==> src/hdl/lru_pkg.sv <==
package lru_pkg;

  localparam int IDX_W     = 4;
  localparam int CMD_W     = 3;
  localparam int TIME_W    = 32;
  localparam int STAT_W    = 2;
  localparam int BUDGET_W  = 8;
  localparam int CFG_IDX_W = 1;
  localparam int MAX_SLOTS = 16;

  localparam logic [CMD_W-1:0] CMD_ADD    = 3'd0;
  localparam logic [CMD_W-1:0] CMD_REMOVE = 3'd1;
  localparam logic [CMD_W-1:0] CMD_TOUCH  = 3'd2;
  localparam logic [CMD_W-1:0] CMD_PIN    = 3'd3;
  localparam logic [CMD_W-1:0] CMD_NUKE   = 3'd4;
  localparam logic [CMD_W-1:0] CMD_RELOAD = 3'd5;

  localparam logic [STAT_W-1:0] ST_DONE      = 2'd0;
  localparam logic [STAT_W-1:0] ST_IGNORED   = 2'd1;
  localparam logic [STAT_W-1:0] ST_EXHAUSTED = 2'd2;
  localparam logic [STAT_W-1:0] ST_NO_VICTIM = 2'd3;

  localparam logic [CFG_IDX_W-1:0] CFG_TOUCH_INTERVAL = 1'b0;
  localparam logic [CFG_IDX_W-1:0] CFG_BUDGET_LIMIT   = 1'b1;

  typedef enum logic [2:0] {
    S_IDLE,
    S_CHECK,
    S_SEARCH,
    S_SHIFT,
    S_RESPOND
  } lru_state_t;

  typedef enum logic [1:0] {
    ORD_NOP,
    ORD_APPEND,
    ORD_WRITE,
    ORD_DROP
  } ord_op_t;

  typedef struct packed {
    ord_op_t          op;
    logic [IDX_W-1:0] rd_pos;
    logic [IDX_W-1:0] wr_pos;
    logic [IDX_W-1:0] wr_slot;
  } ord_ctl_t;

endpackage

==> src/hdl/lru_order.sv <==
module lru_order import lru_pkg::*; #(
  parameter int SLOTS = 16,
  localparam int SLOT_W = $clog2(SLOTS),
  localparam int CNT_W  = $clog2(SLOTS + 1)
) (
  input  logic              clk,
  input  logic              rst,
  input  ord_ctl_t          ctl,
  output logic [SLOT_W-1:0] rd_slot,
  output logic [CNT_W-1:0]  count
);

  // list order, oldest at position 0
  logic [SLOT_W-1:0] order [SLOTS];

  assign rd_slot = order[ctl.rd_pos[SLOT_W-1:0]];

  always_ff @(posedge clk) begin
    unique case (ctl.op)
      ORD_APPEND: order[count[SLOT_W-1:0]] <= ctl.wr_slot[SLOT_W-1:0];
      ORD_WRITE:  order[ctl.wr_pos[SLOT_W-1:0]] <= ctl.wr_slot[SLOT_W-1:0];
      default: ;
    endcase
  end

  always_ff @(posedge clk) begin
    if (rst) begin
      count <= '0;
    end else begin
      unique case (ctl.op)
        ORD_APPEND: count <= count + CNT_W'(1);
        ORD_DROP:   count <= count - CNT_W'(1);
        default: ;
      endcase
    end
  end

endmodule

==> src/hdl/lru_ctrl.sv <==
module lru_ctrl import lru_pkg::*; #(
  parameter int SLOTS = 16,
  localparam int SLOT_W = $clog2(SLOTS),
  localparam int CNT_W  = $clog2(SLOTS + 1)
) (
  input  logic                clk,
  input  logic                rst,
  input  logic                in_valid,
  output logic                in_ready,
  input  logic [CMD_W-1:0]    in_command,
  input  logic [IDX_W-1:0]    in_entry_index,
  input  logic [TIME_W-1:0]   in_time_now,
  input  logic                in_pin_value,
  input  logic [TIME_W-1:0]   touch_interval,
  input  logic [BUDGET_W-1:0] budget_limit,
  output ord_ctl_t            ord_ctl,
  input  logic [SLOT_W-1:0]   rd_slot,
  input  logic [CNT_W-1:0]    count,
  output logic                out_valid,
  input  logic                out_ready,
  output logic [STAT_W-1:0]   out_status,
  output logic [IDX_W-1:0]    out_victim
);

  localparam logic [IDX_W:0] IDX_LIMIT = (IDX_W + 1)'(SLOTS);

  lru_state_t state, state_next;

  logic [CMD_W-1:0]    cur_cmd;
  logic [IDX_W-1:0]    cur_idx;
  logic [TIME_W-1:0]   cur_time;
  logic                cur_pin;
  logic [SLOT_W-1:0]   ptr;
  logic [SLOT_W-1:0]   hold_slot;
  logic [BUDGET_W-1:0] budget;
  logic [STAT_W-1:0]   res_status;
  logic [IDX_W-1:0]    res_victim;

  logic                on_list [SLOTS];
  logic                pinned  [SLOTS];
  logic [TIME_W-1:0]   stamp   [SLOTS];

  logic                idx_ok;
  logic [SLOT_W-1:0]   slot;
  logic                listed;
  logic [TIME_W-1:0]   age;
  logic                touch_ok;
  logic                is_match;
  logic                last_pos;
  logic                load_out;

  assign idx_ok   = {1'b0, cur_idx} < IDX_LIMIT;
  assign slot     = cur_idx[SLOT_W-1:0];
  assign listed   = idx_ok && on_list[slot];
  // wrapping tick counter, so the age is taken modulo 2^32
  assign age      = cur_time - stamp[slot];
  assign touch_ok = age >= touch_interval;
  assign is_match = (cur_cmd == CMD_NUKE) ? !pinned[rd_slot] : (rd_slot == slot);
  assign last_pos = (CNT_W'(ptr) + CNT_W'(1)) == count;
  assign load_out = (state == S_RESPOND) && (!out_valid || out_ready);

  always_comb begin
    state_next = state;
    unique case (state)
      S_IDLE:
        if (in_valid) state_next = S_CHECK;
      S_CHECK: begin
        state_next = S_RESPOND;
        case (cur_cmd)
          CMD_REMOVE: if (listed) state_next = S_SEARCH;
          CMD_TOUCH:  if (listed && touch_ok) state_next = S_SEARCH;
          CMD_NUKE:   if (budget != '0 && count != '0) state_next = S_SEARCH;
          default: ;
        endcase
      end
      S_SEARCH:
        if (is_match) state_next = S_SHIFT;
        else if (last_pos) state_next = S_RESPOND;
      S_SHIFT:
        if (last_pos) state_next = S_RESPOND;
      S_RESPOND:
        if (!out_valid || out_ready) state_next = S_IDLE;
      default: state_next = S_IDLE;
    endcase
  end

  always_comb begin
    in_ready        = (state == S_IDLE);
    ord_ctl.op      = ORD_NOP;
    ord_ctl.rd_pos  = IDX_W'(ptr);
    ord_ctl.wr_pos  = IDX_W'(ptr);
    ord_ctl.wr_slot = cur_idx;
    unique case (state)
      S_CHECK:
        if (cur_cmd == CMD_ADD && idx_ok && !on_list[slot]) ord_ctl.op = ORD_APPEND;
      S_SHIFT: begin
        // close the gap one position per cycle, then finish at the newest end
        ord_ctl.rd_pos = IDX_W'(ptr) + IDX_W'(1);
        if (!last_pos) begin
          ord_ctl.op      = ORD_WRITE;
          ord_ctl.wr_slot = IDX_W'(rd_slot);
        end else if (cur_cmd == CMD_REMOVE) begin
          ord_ctl.op = ORD_DROP;
        end else begin
          ord_ctl.op      = ORD_WRITE;
          ord_ctl.wr_slot = IDX_W'(hold_slot);
        end
      end
      default: ;
    endcase
  end

  always_ff @(posedge clk) begin
    if (rst) begin
      state     <= S_IDLE;
      budget    <= '0;
      out_valid <= 1'b0;
      for (int i = 0; i < SLOTS; i++) begin
        on_list[i] <= 1'b0;
        pinned[i]  <= 1'b0;
      end
    end else begin
      state <= state_next;
      if (load_out) out_valid <= 1'b1;
      else if (out_ready) out_valid <= 1'b0;
      if (state == S_CHECK) begin
        case (cur_cmd)
          CMD_ADD:    if (idx_ok && !on_list[slot]) on_list[slot] <= 1'b1;
          CMD_REMOVE: if (listed) on_list[slot] <= 1'b0;
          CMD_PIN:    if (idx_ok) pinned[slot] <= cur_pin;
          CMD_NUKE:   if (budget != '0) budget <= budget - BUDGET_W'(1);
          CMD_RELOAD: budget <= budget_limit;
          default: ;
        endcase
      end
    end
  end

  always_ff @(posedge clk) begin
    if (state == S_IDLE && in_valid) begin
      cur_cmd  <= in_command;
      cur_idx  <= in_entry_index;
      cur_time <= in_time_now;
      cur_pin  <= in_pin_value;
    end
    if (load_out) begin
      out_status <= res_status;
      out_victim <= res_victim;
    end
    unique case (state)
      S_CHECK: begin
        ptr        <= '0;
        res_victim <= '0;
        case (cur_cmd)
          CMD_ADD:
            if (idx_ok && !on_list[slot]) begin
              stamp[slot] <= cur_time;
              res_status  <= ST_DONE;
            end else begin
              res_status  <= ST_IGNORED;
            end
          CMD_REMOVE:
            res_status <= listed ? ST_DONE : ST_IGNORED;
          CMD_TOUCH:
            if (listed && touch_ok) begin
              stamp[slot] <= cur_time;
              res_status  <= ST_DONE;
            end else begin
              res_status  <= ST_IGNORED;
            end
          CMD_PIN:
            res_status <= idx_ok ? ST_DONE : ST_IGNORED;
          CMD_NUKE:
            res_status <= (budget == '0) ? ST_EXHAUSTED : ST_NO_VICTIM;
          CMD_RELOAD:
            res_status <= ST_DONE;
          default:
            res_status <= ST_IGNORED;
        endcase
      end
      S_SEARCH:
        if (is_match) begin
          hold_slot <= rd_slot;
          if (cur_cmd == CMD_NUKE) begin
            res_status <= ST_DONE;
            res_victim <= IDX_W'(rd_slot);
          end
        end else if (!last_pos) begin
          ptr <= ptr + SLOT_W'(1);
        end
      S_SHIFT:
        if (!last_pos) ptr <= ptr + SLOT_W'(1);
      default: ;
    endcase
  end

endmodule

==> src/hdl/lru_eviction_list_unit.sv <==
// lru replacement list over up to 16 slots, one command at a time
// flow: add, set pin, reload, ignored commands and a nuke refused for lack of budget go
//   straight from check to respond; remove, touch and nuke that find work walk the list
//   (search, then gap closing on a match), and a nuke with no victim only searches
// a new command is taken only in idle; the walk reads the
//   order list through its single port, one position per cycle, during search and gap closing
// reset (rst, synchronous): empties the list, clears all pins and the nuke budget, restores registers
module lru_eviction_list_unit import lru_pkg::*; #(
  parameter int ENTRIES = 16
) (
  input  logic                 clk,
  input  logic                 rst,
  input  logic                 s_axis_tvalid,
  output logic                 s_axis_tready,
  input  logic [39:0]          s_axis_tdata,   // entry_index[3:0], time_now[35:4], pin_value[36]
  input  logic [CMD_W-1:0]     s_axis_tuser,   // command[2:0]
  output logic                 m_axis_tvalid,
  input  logic                 m_axis_tready,
  output logic [7:0]           m_axis_tdata,   // victim_index[3:0]
  output logic [STAT_W-1:0]    m_axis_tuser,   // status[1:0]
  input  logic                 cfg_we,
  input  logic [CFG_IDX_W-1:0] cfg_index,
  input  logic [TIME_W-1:0]    cfg_data
);

  // only slots reachable by a 4-bit index are kept
  localparam int SLOTS  = (ENTRIES < MAX_SLOTS) ? ENTRIES : MAX_SLOTS;
  localparam int SLOT_W = $clog2(SLOTS);
  localparam int CNT_W  = $clog2(SLOTS + 1);

  logic [TIME_W-1:0]   touch_interval;
  logic [BUDGET_W-1:0] budget_limit;
  ord_ctl_t            ord_ctl;
  logic [SLOT_W-1:0]   rd_slot;
  logic [CNT_W-1:0]    count;
  logic [IDX_W-1:0]    victim;

  always_ff @(posedge clk) begin
    if (rst) begin
      touch_interval <= TIME_W'(2);
      budget_limit   <= BUDGET_W'(50);
    end else if (cfg_we) begin
      unique case (cfg_index)
        CFG_TOUCH_INTERVAL: touch_interval <= cfg_data;
        CFG_BUDGET_LIMIT:   budget_limit <= cfg_data[BUDGET_W-1:0];
        default: ;
      endcase
    end
  end

  lru_ctrl #(.SLOTS(SLOTS)) u_ctrl (
    .clk            (clk),
    .rst            (rst),
    .in_valid       (s_axis_tvalid),
    .in_ready       (s_axis_tready),
    .in_command     (s_axis_tuser),
    .in_entry_index (s_axis_tdata[3:0]),
    .in_time_now    (s_axis_tdata[35:4]),
    .in_pin_value   (s_axis_tdata[36]),
    .touch_interval (touch_interval),
    .budget_limit   (budget_limit),
    .ord_ctl        (ord_ctl),
    .rd_slot        (rd_slot),
    .count          (count),
    .out_valid      (m_axis_tvalid),
    .out_ready      (m_axis_tready),
    .out_status     (m_axis_tuser),
    .out_victim     (victim)
  );

  lru_order #(.SLOTS(SLOTS)) u_order (
    .clk     (clk),
    .rst     (rst),
    .ctl     (ord_ctl),
    .rd_slot (rd_slot),
    .count   (count)
  );

  assign m_axis_tdata = 8'(victim);

endmodule

==> config.mk <==
export PLATFORM = sky130hd
export DESIGN_NAME = lru_eviction_list_unit
export DESIGN_NICKNAME = d
export VERILOG_FILES = /design/src/hdl/lru_pkg.sv /design/src/hdl/lru_order.sv /design/src/hdl/lru_ctrl.sv /design/src/hdl/lru_eviction_list_unit.sv
export SDC_FILE = /design/constraint.sdc
export NUM_CORES = 1
export LEC_CHECK = 0
export BUFFER_PORTS_ARGS = -buffer_cell sky130_fd_sc_hd__buf_2
export CAP_MARGIN = 10
export CORE_MARGIN = 2
export CORE_UTILIZATION = 50
export CTS_CLUSTER_DIAMETER = 100
export DETAILED_ROUTE_END_ITERATION = 8
export HOLD_SLACK_MARGIN = 0.08
export PLACE_DENSITY_LB_ADDON = 0.25
export SETUP_SLACK_MARGIN = 0.3
export SLEW_MARGIN = 20
export SYNTH_ARGS = -nofsm -noshare
export SYNTH_HDL_FRONTEND = slang
export SYNTH_HIERARCHICAL = 1
export SYNTH_SLANG_ARGS = --single-unit
==> constraint.sdc <==
create_clock -name clk -period 7.93 [get_ports clk]
set_clock_uncertainty 0.2 [all_clocks]
set_input_delay 0 -clock clk [delete_from_list [all_inputs] [get_ports clk]]
set_output_delay 0 -clock clk [all_outputs]
set_load 0.01 [all_outputs]
After elaboration in Yosys (flattened, before gate mapping)
Memories as Yosys holds them, arrays and structs flattened. A register that Yosys moved wholly into a read port is not among the register bits.
Index checks and enable logic that the tools add are counted.

word-level totals
  memory bits (writable) = 608
  bits of input ports = 81
  word-level logic and storage cells = 155
  memories = 4
  flip-flop bits (word level) = 117
  output and inout port bits = 12

memories
  memory          depth  width  rd ports  clocked after Yosys merged registers in  wr ports  line             source
  u_ctrl.stamp    16     32     1         1                                        1         lru_ctrl.sv:41   logic [TIME_W-1:0] stamp [SLOTS];
  u_order.order   16     4      1         0                                        1         lru_order.sv:14  logic [SLOT_W-1:0] order [SLOTS];
  u_ctrl.on_list  16     1      1         1                                        16        lru_ctrl.sv:39   logic on_list [SLOTS];
  u_ctrl.pinned   16     1      1         0                                        16        lru_ctrl.sv:40   logic pinned [SLOTS];

cells by class
  reductions and logical operators = 30
  equal/unequal tests = 20
  multiplexer cells = 75
  order comparisons = 1
  bitwise logic cells = 3
  add/sub/neg operators = 6

operators with widths
  operator                                           number
  2-to-1 mux 4 bit                                   14
  2-to-1 mux 1 bit                                   41
  >= comparator 32 bit                               1
  2-to-1 mux 32 bit                                  1
  subtractor 32 bit                                  1
  2-to-1 mux 3 bit                                   7
  one-hot mux 8 bit (2 select lines)                 1
  one-hot mux 3 bit (5 select lines)                 1
  == test 3 x 2 -> 1 bit (second input constant)     4
  one-hot mux 4 bit (3 select lines)                 1
  one-hot mux 2 bit (5 select lines)                 1
  one-hot mux 5 bit (2 select lines)                 1
  AND reduction 2 bit                                5
  == test 3 bit (second input constant)              3
  one-hot mux 3 bit (3 select lines)                 1
  zero test 8 bit                                    1
  2-to-1 mux 8 bit                                   1
  one-hot mux 2 bit (2 select lines)                 2
  one-hot mux 4 bit (2 select lines)                 1
  nonzero test 2 bit                                 4
  nonzero test 8 bit                                 1
  subtractor 8 x 1 -> 8 bit (second input constant)  1
  == test 3 x 1 -> 1 bit (second input constant)     2
  zero test 3 bit                                    2
  22 further kinds                                   37

Longest topological paths before layout
Gate-level depths: netlist of run 1.

  word-level depth = 9
  depth in mapped cells = 28
  depth with buffers taken out = 23

Modules after synthesis
The synthesis of run 1 kept the hierarchy.

modules (own cells, without submodules)
  module                  instances  cells an instance  area each (µm²)  seq. area each (µm²)
  lru_ctrl                1          1461               26534.2          18457.7
  lru_order               1          193                3036.7           2021.9
  lru_eviction_list_unit  1          177                1798.0           800.8

Worst setup path after synthesis of run 1
Ideal clock, no wire load.

  path kind = register to register
  start = register with a tool-made name
  end = memory u_ctrl.stamp[11][0], enable pin
  arrival time = 7.301 ns
  setup time = 0.421 ns
  period minus slack after synthesis = 7.922 ns
  data required time = 7.309 ns
  setup slack = 0.008 ns
  stages on the path, launching flop included = 26
  path buffers = 5
  cells stage by stage = dfxtp_1 -> buf_2 -> buf_2 -> buf_1 -> buf_2 -> mux4_2 -> mux4_2 -> inv_1 -> ha_1 -> and2_4 -> a311o_1 -> a221o_1 -> a31oi_2 -> nor2b_2 -> o41ai_4 -> o311ai_2 -> o31a_1 -> xor2_1 -> ha_1 -> nand4_1 -> o21ai_1 -> o21ai_0 -> a21oi_1 -> o211ai_1 -> buf_2 -> nor2_1

RTL lines
  item              line
  end: declaration  lru_ctrl.sv:41

==> results of run 1 <==
==> per-layer routing <==
metal / up-vias / global-route usage
li1: 7866 / -
met1: 9222 / 0.322
met2: 654 / 0.376
met3: 107 / 0.0422
met4: 4 / 0.0753
met5: - / 0
==> layout make-up <==
type                            instances  area, um^2  share of cell area
Sequential cell                       729       21300               0.568
Multi-Input combinational cell        935        9550               0.255
Timing Repair Buffer                  320        2920              0.0778
Clock buffer                           97        2070              0.0551
Tap cell                              837        1050              0.0279
Clock inverter                         43         338             0.00901
Inverter                               80         300             0.00801
Antenna cell                            1        2.50           0.0000667
==> tightest hold or removal path, delay by kind of cell <==
family	cells	cell delay (ns)
buffers and inverters	2	0.63
muxes	1	0.13
and+or+nand+nor	1	0.09
==> through the flow <==
stage	area, um^2	hold slack [ns]
3_5_place_dp	33200	-0.0218
2_1_floorplan	31400	-0.132
5_1_grt	37500	0.128
6_report	37500	0.106
3_3_place_gp	33100	-0.0232
4_1_cts	37300	0.0817
==> final timing paths <==
| path | to | slack [ns] | cells after the start |
|---|---|---|---|
| worst max-delay path | u_ctrl/stamp[6][10] | 0.46 | 24 |
| worst min-delay path | touch_interval[6] | 0.11 | 4 |
| worst max register to register | u_ctrl/stamp[6][10] | 0.46 | 24 |
| worst min register to register | u_ctrl/out_victim[3] | 0.23 | 0 |
==> logic make-up after synthesis <==
group | count (synthesis) | share of synthesized area
AOI/OAI and AO/OA | 244 | 0.0523
xor gates and xnor gates | 45 | 0.0128
adders and majority gates | 73 | 0.0294
buffers and inverters | 172 | 0.0234
DFF | 729 | 0.678
muxes | 207 | 0.140
other | 1 | 0.000120
and+or+nand+nor | 360 | 0.0632
==> flip-flops by register name, summed over array words and instances, names as in the netlist, 8 cells and up, named ones only <==
signal,cells
u_ctrl/on_list,16
budget_limit,8
u_ctrl/stamp,512
u_ctrl/pinned,16
u_ctrl/cur_time,32
u_order/order,64
u_ctrl/budget,8
touch_interval,32
==> cells in the final DEF, fill, tap and decap left out, drive strengths merged, types with 5 or more instances in the layout <==
| master | netlist | routed |
|---|---|---|
| a211oi | 7 | 7 |
| a21o | 25 | 25 |
| a21oi | 54 | 54 |
| a22oi | 8 | 8 |
| and2 | 9 | 9 |
| and3 | 6 | 6 |
| buf | 43 | 150 |
| clkbuf | 48 | 97 |
| clkinv | 1 | 31 |
| dfxtp | 61 | 61 |
| dlygate4sd3 | 0 | 170 |
| edfxtp | 668 | 668 |
| ha | 72 | 72 |
| inv | 79 | 84 |
| mux2 | 5 | 5 |
| mux2i | 16 | 16 |
| mux4 | 186 | 186 |
| nand2 | 48 | 48 |
| nand2b | 56 | 56 |
| nand3 | 21 | 21 |
| nand3b | 5 | 5 |
| nand4 | 9 | 9 |
| nand4bb | 26 | 26 |
| nor2 | 123 | 125 |
| nor2b | 19 | 19 |
| nor3 | 15 | 15 |
| o21a | 8 | 8 |
| o21ai | 60 | 60 |
| o21bai | 35 | 35 |
| o22ai | 7 | 7 |
| or3 | 5 | 5 |
| xnor2 | 27 | 27 |
| xor2 | 18 | 18 |
==> where the power goes <==
group / internal (mW) / total [mW] / switching (mW)
combinational: 0.685 / 1.40 / 0.718
sequential: 4.27 / 4.36 / 0.0925
clock: 1.98 / 3.44 / 1.46
==> repair_timing <==
item                                   CTS  global route
gates resized for setup                  0             1
setup buffers                            0             9
hold buffers                           170             0
endpoints found under the hold margin  113             0
setup endpoints to repair                0            89
==> summary.txt, run 1 <==
Logic synthesis
  • Top cells by count, synth: edfxtp_1 (668), mux4_2 (186), nor2_1 (114), inv_1 (78), ha_1 (72)
  • Synth area leaders: edfxtp_1 (64%), mux4_2 (13%), dfxtp_1 (3.9%), ha_1 (2.9%), nor2_1 (1.4%)
  • Synthesized area: roughly 31,000 um^2
  • Post-synthesis average cell area: ~17 um^2
  • Dominant synthesized flop cell: edfxtp_1
  • Synth Warn #: 6
  • Yosys top cell by area: edfxtp_1
  • Post-synth cell types: 87
  • Post-synth ARST share: 0
  • Most numerous cell in the Yosys netlist: edfxtp_1
  • EDFF count, synth: approximately 670
  • Sequential-to-total area share from yosys stat: 0.678
  • Post-Synthesis Cells: roughly 1.8k
  • Synth top area share: 0.639
  • Register bit total from synthesis: around 730

Global route
  • Vias in the first global route: 18.0k
  • Largest net degree at the start of global routing: 98
  • First-pass GRT wire length: 110,000 um
  • Initial antenna violation count: 3
  • Total gr overflow: 0
  • GRT Total Usage: 0.232

Timing
  • Fin. max-slew vios: 0
  • Setup tns final: 0 ns
  • Setup-failing EPs final: 0
  • Fmax: 0.134 GHz
  • Period utilisation layout: 0.942
  • Least-Margin Pin Slew: 1.13 ns
  • Final hold vios: 0
  • Slew headroom: 0.247
  • Fin crit period: 7.47 ns
  • Setup repair after global routing missed its margin: yes
  • PnR worst setup slack: around 0.46 ns

Detailed routing
  • Vias: between 15k and 20k
  • Post-route DRC violation count: 0
  • Starting DRT DRC Count: 1,696
  • Drt wl/cell: between 20 and 25 um
  • Top layer in use: met5
  • Met2 wire length: ~36,000 um
  • WL met1: 31,100 um
  • First-pass DRT Iterations: 5
  • Antenna viol nets, final: 0
  • Met3 routed WL: between 4000 and 5000 um
  • Total Wirelength: between 70,000 and 80,000 um
  • Vias per cell: ~6

Clocking
  • H-Tree Depth: 3
  • Max Buffers Root-to-Sink: 3
  • CTS tree: done
  • CTS sink count: about 730
  • Root cell of the clock tree: clkbuf_16
  • CTS clk-pin slew, worst paths: roughly 0.070 ns
  • Skew-Pair Late Insertion Delay: roughly 0.63 ns
  • Number of CTS-inserted buffers: 77

Floorplanning
  • DIE AREA: ~65,000 um^2
  • Starting Density: 0.507
  • Die height: 254 um
  • Core Area: between 60,000 and 70,000 um^2
  • Die Span X: 254 um
  • Boundary pin count: 93
  • FP Rows: 91

Worst setup path
  • CP max-delay cell: nor2_4
  • WS Path Type: flop to flop
  • Required time of the critical path: approximately 8 ns
  • Crit-path cells: buf_12 > buf_12 > mux4_2 > mux4_2 > inv_1 > ha_1 > a21oi_1 > a2bb2oi_1 > o21ai_1 > a31oi_2 > nor2b_2 > o41ai_4 > o311ai_2 > o31a_1 > xor2_1 > ha_1 > nand4_1 > o21ai_1 > a2111oi_0 > a21oi_1 > o211ai_1 > buf_12 > nor2_4 > buf_4
  • CP Max Fanout: 25
  • Slowest cell delay on critical path: 0.83 ns
  • Setup crit end kind: flop
  • Worst path most repeated cell: buf_12
  • Crit path buf inv count: 5
  • Cell class contributing the biggest share of worst-path delay: compound AO/OA/AOI/OAI gates
  • Type of origin of the critical path: flop
  • Crit path DAT: 7.59 ns

Cells and area
  • Fin util: 0.607
  • Final non-filler cell total: slightly above 3k
  • NumNets Final: between 2k and 2.5k
  • P&R area growth vs syn: 19.6%
  • Layout cells sized above 1: 0.229
  • Fillers: ~4.4k

Status
  • Status: complete, no violations

Place
  • Placed instance count: roughly 2.7k
  • DP Worst Slack: about 0.47 ns
  • Estimated wirelength of the detail-placed design: between 40,000 and 50,000 um
  • Gpl congestion: roughly 0.85
  • IO Port Bufs: 85

Power
  • Design Power: around 9.2 mW
  • Leakage: approximately 13 nW
  • Power per cell area: between 200 and 250 nW/um^2
  • Peak VDD IR: between 100 and 150 uV

Worst hold path
  • Class of the worst hold path: input port to flop
  • HP Start: cfg_data[6]

Job
  • Max-cap viol count: 0
Note: power is estimated with default switching activity, not from simulation.
==> inputs of run 2 (changes only) <==
==> constraint.sdc (replaced) <==
create_clock -name clk -period 7.93 [get_ports clk]
set_clock_uncertainty 0.2 [all_clocks]
set_input_delay 0.3965 -clock clk [delete_from_list [all_inputs] [get_ports clk]]
set_output_delay 0.3965 -clock clk [all_outputs]
set_load 0.01 [all_outputs]
==> run 2 against run 1 <==
  * Sequential cell count is the same
  * Clock power grew 4%
  * Largest cell class unchanged
  * Largest power group unchanged
  * Sequential share of layout area grew 1.1 points
  * Critical endpoint is now u_ctrl/stamp[15][19]
  * Non-clock buffer count shrank 83
  * Maximum frequency grew 2.2%
  * Via count shrank 2.9%
==> summary.txt, run 2 (synthesis gave the netlist of run 1 again) <==
Timing
  • Fin crit period: 7.31 ns (-0.162 ns)
  • Setup-failing EPs final: 0 (unchanged)
  • Hold WS: 0.216 ns (+0.110 ns)
  • Fmax: 0.137 GHz (+2.2%)
  • Least-Margin Pin Slew: 1.04 ns (-0.0852 ns)
  • Period utilisation layout: 0.922 (-0.0205)
  • Setup repair after global routing missed its margin: no
  • Fin. max-slew vios: 0 (unchanged)
  • Slew headroom: 0.304 (+0.0577)
  • Setup tns final: 0 ns (unchanged)
  • PnR worst setup slack: 0.619 ns (+0.162 ns)
  • Final hold vios: 0 (unchanged)

Cells and area
  • Biggest register: u_ctrl/stamp
  • Commonest cells after routing, fill and taps aside: edfxtp_1 (668), mux4_2 (186), nor2_1 (98)
  • Max reg flops: 512 (unchanged)
  • Layout cells sized above 1: 0.252 (+0.0234)
  • NumNets Final: 2,219 (-3.4%)
  • P&R area growth vs syn: 17.3%
  • Commonest non-fill, non-tap cell in the layout: edfxtp_1
  • Fin util: 0.595 (-0.0117)

Worst setup path
  • Type of origin of the critical path: flop
  • Required time of the critical path: 7.96 ns (-0.08 ns)
  • Worst R2R Setup Slack: 0.62 ns (+0.16 ns)
  • Slowest cell delay on critical path: 0.84 ns (about the same)
  • Crit-path cells: buf_16 > mux4_2 > mux4_2 > inv_1 > ha_1 > a211oi_1 > o21a_1 > o21ai_1 > a31oi_2 > nor2b_2 > o41ai_4 > o311ai_2 > o31a_1 > xor2_1 > ha_1 > nand4_1 > o21ai_1 > o21ai_0 > a21oi_2 > o211ai_1 > bufbuf_16 > nor2_2
  • WS Path Type: flop to flop
  • Setup crit end kind: flop
  • CP Max Fanout: 27 (+8.0%)
  • CP max-delay cell: nor2_2
  • Crit path DAT: 7.34 ns (-0.25 ns)

Detailed routing
  • Antenna viol nets, final: 0 (unchanged)
  • Post-route DRC violation count: 0 (unchanged)
  • Vias: 17.3k (-2.9%)
  • First-pass DRT Iterations: 5 (unchanged)
  • Vias per cell: 5.85 (-0.36%)
  • Total Wirelength: 72,200 um (-2.4%)
  • Drt wl/cell: 24.4 um (+0.16%)
  • Starting DRT DRC Count: 1,698 (+0.12%)

Floorplanning
  • Boundary pin count: 93 (unchanged)
  • FP Rows: 91 (unchanged)
  • Die height: 254 um (unchanged)
  • Starting Density: 0.507 (unchanged)
  • Die Span X: 254 um (unchanged)
  • Core Area: 61,800 um^2 (unchanged)
  • DIE AREA: 64,800 um^2 (unchanged)

Place
  • DP Worst Slack: 0.212 ns (-0.259 ns)
  • Estimated wirelength of the detail-placed design: 43,900 um (-1.9%)
  • IO Port Bufs: 85 (unchanged)
  • Gpl congestion: 0.872 (+2.8%)

Global route
  • Initial antenna violation count: 3 (unchanged)
  • Vias in the first global route: 17.4k (-3.5%)
  • First-pass GRT wire length: 106,000 um (-3.9%)
  • Largest net degree at the start of global routing: 124 (+27%)
  • Total gr overflow: 0 (unchanged)
  • GRT Total Usage: 0.223 (-0.00904)

Power
  • Sw frac: 0.242 (-0.00505)
  • Flop pwr share: 0.470 (-0.004)
  • Power per cell area: 253 nW/um^2 (+3.0%)
  • Int Pwr: 7.06 mW (+1.7%)
  • Peak VDD IR: 137 uV (-3.0%)
  • Design Power: 9.31 mW (+1.1%)
  • Clk network pwr share: 0.385 (+0.011)
  • Leakage: 12.4 nW (-1.5%)
  • Logic pwr share: 0.146 (-0.006)
  • Sw Pwr: 2.25 mW (-1.0%)

Clocking
  • Root cell of the clock tree: clkbuf_16
  • H-Tree Depth: 3 (unchanged)
  • CTS tree: done
  • Max Buffers Root-to-Sink: 3 (unchanged)
  • CTS sink count: 729 (unchanged)
  • CTS clk-pin slew, worst paths: 0.06 ns (about the same)
  • Number of CTS-inserted buffers: 77 (unchanged)
  • Skew-Pair Late Insertion Delay: 0.62 ns (about the same)

Job
  • Max-cap viol count: 0 (unchanged)

Worst hold path
  • Class of the worst hold path: input port to flop

Status
  • Status: complete, no violations
-- run 2: what timing repair did --
action	4_1_cts	5_1_grt
pin swaps	4	10
gates cloned	1	6
endpoints found under the setup margin	49	184
endpoints found under the hold margin	86	0
gates resized for setup	0	6
setup buffers	0	28
hold buffers	73	0
-- run 2: critical path: cells and delay by family (launching register included) --
kind	cells	cell delay [ns]
buf+inv	3	0.74
simple gates	3	1.04
fa+ha+maj	2	0.60
compound gates	11	2.63
xor+xnor	1	0.15
flops	1	0.50
mux	2	1.01
-- run 2: stage by stage --
| step | cell area (um^2) | cells |
|---|---|---|
| after global routing | 36800 | 2964 |
| after CTS | 36400 | 2926 |
| final | 36800 | 2964 |
| after detailed placement | 33100 | 2712 |
| after global placement | 33000 | 2708 |
| after floorplan | 31400 | 1834 |
-- run 2: path summary, 6_finish.rpt --
| path | from | endpoint | cells past startpoint |
|---|---|---|---|
| setup / recovery | flop | u_ctrl/stamp[15][19] | 22 |
| setup reg to reg | flop | u_ctrl/stamp[15][19] | 22 |
| hold reg to reg | u_ctrl/res_victim[3] | u_ctrl/out_victim[3] | 0 |
| hold / removal | cfg_we | touch_interval[17] | 4 |
-- run 2: power groups by stage --
stage                     clock network (mW)  registers [mW]  logic, mW
final                                   3.58            4.37       1.35
after global routing                    3.78            4.38       1.48
after CTS                               3.65            4.37       1.34
after detailed placement                   0            4.45       1.30
after global placement                     0            4.45       1.27
after floorplan                            0            4.39      0.984
-- run 2: layout make-up --
type	instances	area, um^2
diodes	1	2.50
flip-flops and latches	729	21300
well taps	837	1050
clock inverters	43	438
multi-input cells	940	9580
inverters	80	300
repair buffers	237	2040
clock buffers	97	2080
fillers	4549	25000
-- run 2: routing by layer --
metal | vias to the layer above | routed length, um | GRT usage
met5 | - | 11 | 0
met4 | 2 | 2040 | 0.0709
met3 | 100 | 4700 | 0.0395
met2 | 596 | 34800 | 0.360
met1 | 8928 | 30700 | 0.312
li1 | 7706 | - | -
